**config.mk**
```make
export PLATFORM = sky130hd
export DESIGN_NAME = shq_alu
export DESIGN_NICKNAME = d
export VERILOG_FILES = /design/src/design/shq_pkg.sv /design/src/design/shq_alu.sv
export SDC_FILE = /design/constraint.sdc
export NUM_CORES = 1
export LEC_CHECK = 0
export BUFFER_PORTS_ARGS = -buffer_cell sky130_fd_sc_hd__buf_2
export CAP_MARGIN = 20
export CORE_MARGIN = 8
export CORE_UTILIZATION = 50
export DETAILED_ROUTE_END_ITERATION = 8
export GPL_TIMING_DRIVEN = 0
export PLACE_DENSITY = 0.8
export SYNTH_ARGS = -nofsm -noshare
export SYNTH_HDL_FRONTEND = slang
export SYNTH_SLANG_ARGS = --single-unit
```
**constraint.sdc**
```tcl
create_clock -name vclk -period 6.14
set_input_delay 0.921 -clock vclk [all_inputs]
set_output_delay 0.921 -clock vclk [all_outputs]
set_load 0.005 [all_outputs]
```
**src/design/shq_pkg.sv**
```systemverilog
// ----------------------------------------------------------------------------
// shq_pkg: shared types and constants of the sorted histogram quantile core
// Entry layout, action codes, datapath result bundle and the percent table.
// ----------------------------------------------------------------------------
package shq_pkg;

  localparam int VAL_W   = 32;
  localparam int CNT_W   = 32;
  localparam int ENTRY_W = VAL_W + CNT_W;
  localparam int TOT_W   = 24;
  localparam int PCT_W   = 7;
  localparam int THR_W   = PCT_W + TOT_W;
  // cumulative count saturates here; any value at the ceiling already
  // clears the largest threshold (95 * 2^24 < 100 * 2^26)
  localparam int CUM_W   = 26;

  localparam logic [TOT_W-1:0] TOTAL_RESET = 24'd1000;
  localparam logic [2:0]       PICK_LAST   = 3'd4;

  typedef enum logic [1:0] {
    ACT_PUSH  = 2'd0,
    ACT_QUANT = 2'd1,
    ACT_MIN   = 2'd2,
    ACT_MAX   = 2'd3
  } action_t;

  typedef enum logic {
    ALU_ACC = 1'b0,
    ALU_INC = 1'b1
  } alu_op_t;

  typedef struct packed {
    logic signed [VAL_W-1:0] value;
    logic [CNT_W-1:0]        count;
  } entry_t;

  typedef struct packed {
    logic             eq;
    logic             lt;
    logic [CNT_W-1:0] cnt_inc;
    logic [CUM_W-1:0] cum_sum;
    logic             hit;
  } alu_res_t;

  function automatic logic [PCT_W-1:0] pct_of(logic [2:0] pick);
    logic [PCT_W-1:0] pct;
    unique case (pick)
      3'd0:    pct = 7'd5;
      3'd1:    pct = 7'd25;
      3'd2:    pct = 7'd50;
      3'd3:    pct = 7'd75;
      3'd4:    pct = 7'd95;
      default: pct = 7'd0;
    endcase
    return pct;
  endfunction

endpackage

```
**src/design/shq_alu.sv**
```systemverilog
// ----------------------------------------------------------------------------
// shq_alu: shared compare and add unit
// Signed compare of the sample against a stored value, one saturating adder
// (count increment or cumulative sum) and the threshold test cum*100 >= thr.
// ----------------------------------------------------------------------------
module shq_alu (
  input  shq_pkg::alu_op_t                op,
  input  logic signed [shq_pkg::VAL_W-1:0] sample,
  input  shq_pkg::entry_t                 ent,
  input  logic [shq_pkg::CUM_W-1:0]       cum_in,
  input  logic [shq_pkg::THR_W-1:0]       thr,
  output shq_pkg::alu_res_t               res
);
  import shq_pkg::*;

  localparam int SUM_W = CNT_W + 1;

  logic [SUM_W-1:0] opa;
  logic [SUM_W-1:0] opb;
  logic [SUM_W-1:0] sum;
  logic [SUM_W-1:0] cum_ext;
  logic [SUM_W-1:0] prod100;

  assign cum_ext = {{(SUM_W-CUM_W){1'b0}}, cum_in};

  always_comb begin
    unique case (op)
      ALU_INC: begin
        opa = {1'b0, ent.count};
        opb = SUM_W'(1);
      end
      ALU_ACC: begin
        opa = cum_ext;
        opb = {1'b0, ent.count};
      end
    endcase
    sum = opa + opb;
  end

  // cum*100 as shift-add: 64 + 32 + 4
  assign prod100 = (cum_ext << 6) + (cum_ext << 5) + (cum_ext << 2);

  always_comb begin
    res.eq      = (sample == $signed(ent.value));
    res.lt      = (sample < $signed(ent.value));
    res.cnt_inc = sum[CNT_W] ? {CNT_W{1'b1}} : sum[CNT_W-1:0];
    res.cum_sum = (|sum[SUM_W-1:CUM_W]) ? {CUM_W{1'b1}} : sum[CUM_W-1:0];
    res.hit     = (prod100 >= {{(SUM_W-THR_W){1'b0}}, thr});
  end

endmodule

```
Word-level counts from Yosys, hierarchy flattened
Cells that the tools add are included.
{ "op_classes": {"magnitude_cmp": 2, "n_mux": 4, "n_shift": 0, "n_eq_ne": 1, "reduce_logical": 1, "mul": 0, "bitwise": 1, "n_div": 0, "n_addsub": 3} }
{ "ops": {"columns": ["operator", "count"], "rows": [
  ["33-bit one-hot mux with 2 select lines", 2],
  ["32-bit by 31-bit adder with 33-bit output", 1],
  ["33-bit by 28-bit adder with 33-bit output", 1],
  ["33-bit adder", 1],
  ["33-bit by 31-bit >= comparator with 1-bit output", 1],
  ["32-bit equality test", 1],
  ["32-bit less-than comparator", 1],
  ["32-bit 2-to-1 mux", 1],
  ["26-bit 2-to-1 mux", 1],
  ["7-bit OR reduction", 1],
  ["1-bit inverter", 1]
]} }
{ "word_totals": {"inputBits": 154, "ff_bits": 0, "ramBits": 0, "rom_bits": 0, "latchBits": 0, "n_memories": 0, "word_cells": 12, "output_inout_bits": 61} }

Logic depth before layout (Yosys ltp)
Gate-level depths: netlist of the first run.
{ "logic_depth": {"word_depth": 5, "ltp_mapped": 20, "depth_no_buf": 20} }

Worst setup path after synthesis of the first run
Ideal clock, no wire load.
{ "synth_timing": {"path_type": "input -> output", "from": "input port cum_in[0] (netlist bit)", "to": "output port res[0] (netlist bit)", "path_buffers": 0, "t_arrival_ps": 4768, "path_slack_ps": 451, "cell_stages": 19, "required_time_ps": 5219, "path_cell_list": "fa_1 ha_1 fa_1 a211oi_1 nor3_1 o31ai_1 nand3b_1 a31oi_1 o21bai_1 a21oi_1 xnor2_1 ha_1 a21o_1 a21o_1 a211oi_1 o221a_2 nor2_1 a211oi_1 nand3_1"} }
{ "synth_lines": {"columns": ["element", "line", "source"], "rows": [
  ["from (decl)", "shq_alu.sv:10", "input logic [shq_pkg::CUM_W-1:0] cum_in,"],
  ["to (decl)", "shq_alu.sv:12", "output shq_pkg::alu_res_t res"]
]} }

==> impl_results.md, run 1 <==
- Max Cap Viol: 0
- Setup violations, final: 0
- Avg Inst Size Synth: 7.59 sq um
- Status: finished, final reports clean
- Startpoint Class: input port
- Nets: 1323
- I/O pins: 215
- Crit path capture type: output pin
- Sequential area share after synthesis: 0%
- First drt pass iteration count: 6
- RSZ-0062 raised after global routing: yes
- Synth area leader: ha_1
- Initial antenna violation count: 3
- Chip width: 126 um
- F_max: 166 MHz
- Top post-synthesis cells by count: ha_1, inv_1, a21oi_1
- Cell Area, Synth: 6100 sq um
- Share of cells above drive strength 1: 29.4%
- Critical path's most frequent cell: a211oi_2
- Critical path's top delay family: compound AO/OA/AOI/OAI gates
- Cell with the most instances after synthesis: ha_1
- Vias in the first global route: 6244
- ANT nets after route: 0
- Final-layout clock buffer total: 0
- Total Routed Length: 18400 um
- Pre-CTS setup slack: -0.549 ns
- Crit-path max cell delay: 0.49 ns
- Max Slew Vio Count: 0
- PortBufs: 214
- Crit path max fanout: 4
- Min-delay worst type: input port to output pin
- # rows: 40
- Wire per inst: 15.7 um
- Largest net degree at the start of global routing: 11
- Dpl hpwl: 16500 um
- P_leak: 3.86 nW
- Storage element area: 0 sq um
- Die area: 16000 sq um
- Power Dens Cells: 141 nW/um^2
- FF+latch count: 0
- Ys Warns: 0
- DRC violations left: 0
- Syn_nets: 1106
- Initial Utilization: 51.0%
- Min setup slack post-route: 0.122 ns
- Core outline area: 12000 sq um
- Vias per cell: 5.56
- Worst Setup Path Type: input port to output pin
- Area grow syn2layout: 22.0%
- Worst rel slew slack: 62.5%
- Synth area leaders: ha_1, fa_1, a21oi_1, xnor2_1, a21o_1
- CP Cell Sequence: buf_2 -> fa_1 -> ha_2 -> fa_2 -> a211oi_2 -> nor3_1 -> o31ai_2 -> nand3b_1 -> a31oi_4 -> o21bai_1 -> a21oi_1 -> xnor2_1 -> ha_1 -> a21o_1 -> a21o_1 -> a211oi_2 -> o221a_2 -> nor2_1 -> a211oi_2 -> nand3_1 -> buf_2
- Fin. Hold Viols: 0
- Worst path slowest cell: fa_1
- GRT Residual Overflow: 0
- Synth top area share: 25.4%
- Chip height: 126 um
- Required time of the critical path: 5.22 ns
- Final setup TNS: 0 ns
- Crit path buf inv count: 2
- Maximum VDD drop: 0.118 mV
- CTS Hold Bufs: 0
- Critical Path AT: 5.10 ns
- First-pass GRT wire length: 30400 um
- 1st-iter DRT viols: 355
- Fin crit period: 6.02 ns
- Routability cong.: 0.929
- Syn Inst Count: 804
- Library cells used by synthesis: 69
- Tcrit/Tclk final: 98.0%
- Vias post-DR: 6495
- Tot GR Track Use: 22.1%
- Slew @ Worst Pin: 0.562 ns
power by group:
group / total, W / switching [W] / leakage (nW) / internal (W)
logic: 0.00105 / 0.000559 / 3.86 / 0.000490
clock network: 0.0000000000654 / 0 / 0.0000190 / 0.0000000000654
registers: 0 / 0 / 0 / 0
total: 0.00105 / 0.000559 / 3.86 / 0.000490
final cells by class:
cell class	instances	area (sq um)
multi-input cells	708	5780
fillers	1091	4520
diodes	3	7.51
inverters	78	293
repair buffers	215	1080
well taps	147	184
plain buffers	18	103
routing by layer:
metal  up-vias  part of all wire (%)  track usage [%]
met4         2                   1.2             2.55
li1       3320                     -                -
met2       203                    47             39.7
met5         -                 0.044                0
met3        18                   6.3             3.85
met1      2952                    45             27.5
cell families after synthesis:
group                      Yosys count  synth area share (%)
buffers and inverters               96                  6.42
xor gates and xnor gates            50                  7.18
and+or+nand+nor                    264                  24.1
adders and majority gates          148                  33.3
muxes                               27                  4.92
AOI/OAI and AO/OA                  219                  24.0
through the flow:
stage | cell area [sq um] | util [%] | total power, W | hold WS, ns | instances
after detailed placement | 7360 | 61.5 | 0.00101 | 2.29 | 1165
after floorplan | 6100 | - | 0.000721 | 2.06 | 804
after global placement | 7360 | 61.5 | 0.000995 | 2.27 | 1165
final | 7440 | 62.2 | 0.00105 | 2.29 | 1169
after global routing | 7440 | 62.2 | 0.00118 | 2.33 | 1168
after CTS | 7410 | 61.9 | 0.00104 | 2.29 | 1166
cells in the final DEF (no fill, tap or decap), drive strengths merged, types with 12 or more instances in the layout:
| cell | Yosys | final |
|---|---|---|
| a211oi | 12 | 12 |
| nor2b | 38 | 38 |
| ha | 124 | 124 |
| nand2b | 47 | 47 |
| mux2 | 24 | 24 |
| xnor2 | 35 | 35 |
| nor2 | 44 | 44 |
| xor2 | 15 | 15 |
| nand2 | 57 | 57 |
| o21ai | 48 | 48 |
| a21oi | 66 | 66 |
| a21o | 39 | 39 |
| inv | 78 | 78 |
| buf | 7 | 220 |
| nand4 | 25 | 25 |
| fa | 24 | 24 |
| clkbuf | 11 | 13 |
path summary, 6_finish.rpt:
| kind | from | end | depth (start not counted) |
|---|---|---|---|
| max | cum_in[0] | res[0] | 21 |
| min | sample[31] | res[59] | 4 |
timing repair:
item                       in CTS  in global routing
pin swaps                       4                  2
resized for setup               9                  9
hold endpoints to repair        0                  0
setup buffers                   1                  0
setup endpoints to repair       1                 27
Note: power is estimated with default switching activity, not from simulation.
==> inputs of run 2 (changes only) <==
CORE_MARGIN = unset   (was 8)
==> run 2 against run 1 <==
Global-route usage up 3.6 points. Total power shrank 1.1%. Die area is 21% lower. Non-clock buffer count unchanged. Worst setup slack got worse by 0.021 ns. Via count fell by 0.74%. Hold slack got worse by 0.020 ns. Critical path depth is 1 higher.
==> impl_results.md, run 2 (synthesized netlist as in run 1, its figures left out) <==
- Fin. Hold Viols: 0
- Final non-filler cell total: 1165
- Chip width: 112 um
- PortBufs: 214
- Chip height: 112 um
- Min-delay worst type: input port to output pin
- Crit path max fanout: 7
- Grt met3 use: 1.89%
- Vias post-DR: 6447
- Met1 usage: 33.0%
- Inst Count DP: 1161
- Commonest non-fill, non-tap cell in the layout: buf_2
- Storage element area: 0 sq um
- Initial Utilization: 52.3%
- Vias per cell: 5.53
- Status: finished, final reports clean
- Crit path capture type: output pin
- Required time of the critical path: 5.22 ns
- Final-layout clock buffer total: 0
- Switching power: 0.000552 W
- First-pass GRT wire length: 27300 um
- Combinational power share: 100.0%
- I/O pins: 215
- GRT Residual Overflow: 0
- Total Routed Length: 16700 um
- Min setup slack post-route: 0.101 ns
- 1st-iter DRT viols: 226
- Maximum VDD drop: 0.0929 mV
- Share of cells above drive strength 1: 29.3%
- Tot GR Track Use: 25.7%
- Final setup TNS: 0 ns
- Largest net degree at the start of global routing: 11
- Most Used Layer, Global Route: met2
- Routability cong.: 0.958
- Nets: 1323
- Internal power: 0.000486 W
- Pre-CTS setup slack: -0.547 ns
- # rows: 39
- Power Total: 0.00104 W
- Flop pwr share: 0%
- F_max: 166 MHz
- GRT met2 Usage: 48.2%
- Vias in the first global route: 5991
- Worst Setup Path Type: input port to output pin
- Core outline area: 11700 sq um
- ANT nets after route: 0
- P_leak: 3.85 nW
- Max Cap Viol: 0
- Dpl hpwl: 14700 um
- FF+latch count: 0
- Clock power share: 0%
- Worst rel slew slack: 62.6%
- Slew @ Worst Pin: 0.561 ns
- Startpoint Class: input port
- Wire per inst: 14.3 um
- Sw Ratio: 53.2%
- RSZ-0062 raised after global routing: yes
- Critical Path AT: 5.12 ns
- First drt pass iteration count: 5
- Fin crit period: 6.04 ns
- Power Dens Cells: 140 nW/um^2
- Setup violations, final: 0
- Final Core Density: 63.6%
- Leading cell types in the layout, fill and taps excluded: buf_2, ha_1, inv_1, a21oi_1, nand2_1
- DRC violations left: 0
- Max Slew Vio Count: 0
- Die area: 12600 sq um
- Tcrit/Tclk final: 98.4%
- Initial antenna violation count: 3
- Area grow syn2layout: 21.6%
==> run 2: per-layer routing <==
layer	up-vias	part of all wire [%]	routed length [um]
li1	3312	-	-
met1	2925	46	7640
met2	196	48	8060
met3	14	4.9	810
met4	0	0.92	153
met5	-	0	0
==> run 2: path summary, 6_finish.rpt <==
check	start	to	slack (ns)	cells after the start
worst max-delay path	cum_in[6]	res[0]	0.10	22
worst min-delay path	sample[31]	res[59]	2.28	4
==> run 2: final cells by class <==
class                           count  area [sq um]
Multi-Input combinational cell    708          5760
Tap cell                          143           179
Fill cell                        1091          4240
Inverter                           78           293
Buffer                             18           103
Timing Repair Buffer              215          1080
Antenna cell                        3          7.51
==> run 2: what timing repair did <==
action	in CTS	in global routing
pin swaps	4	2
setup endpoints to repair	4	25
gates resized for setup	9	5
buffers inserted	1	0
hold endpoints to repair	0	0
gates cloned	0	0
hold buffers	0	0
==> run 2: through the flow <==
step / instance area (sq um) / hold WS (ns)
after floorplan: 6100 / 2.06
final: 7420 / 2.28
after global placement: 7350 / 2.27
after global routing: 7420 / 2.31
after CTS: 7400 / 2.28
after detailed placement: 7350 / 2.28
==> run 2: power by group through the flow <==
stage / combinational (W) / clock, W / sequential [W]
after floorplan: 0.000721 / 0 / 0
after global placement: 0.000995 / 0 / 0
after detailed placement: 0.00101 / 0 / 0
after CTS: 0.00104 / 0 / 0
after global routing: 0.00116 / 0.0000000000436 / 0
final: 0.00104 / 0.0000000000654 / 0
==> run 2: critical path, cell delays in order <==
cell,delay (ns)
buf_2,0.14
fa_1,0.49
ha_1,0.29
clkbuf_1,0.24
o21a_1,0.17
o22ai_1,0.09
nor2_1,0.18
nand2_1,0.11
a311oi_2,0.48
o21a_1,0.18
nor2_2,0.05
o21ai_0,0.21
xnor2_1,0.10
ha_1,0.18
a21o_1,0.17
a21o_1,0.18
a211oi_2,0.22
o221a_2,0.21
nor2_1,0.04
a211oi_2,0.21
nand3_1,0.10
buf_2,0.13
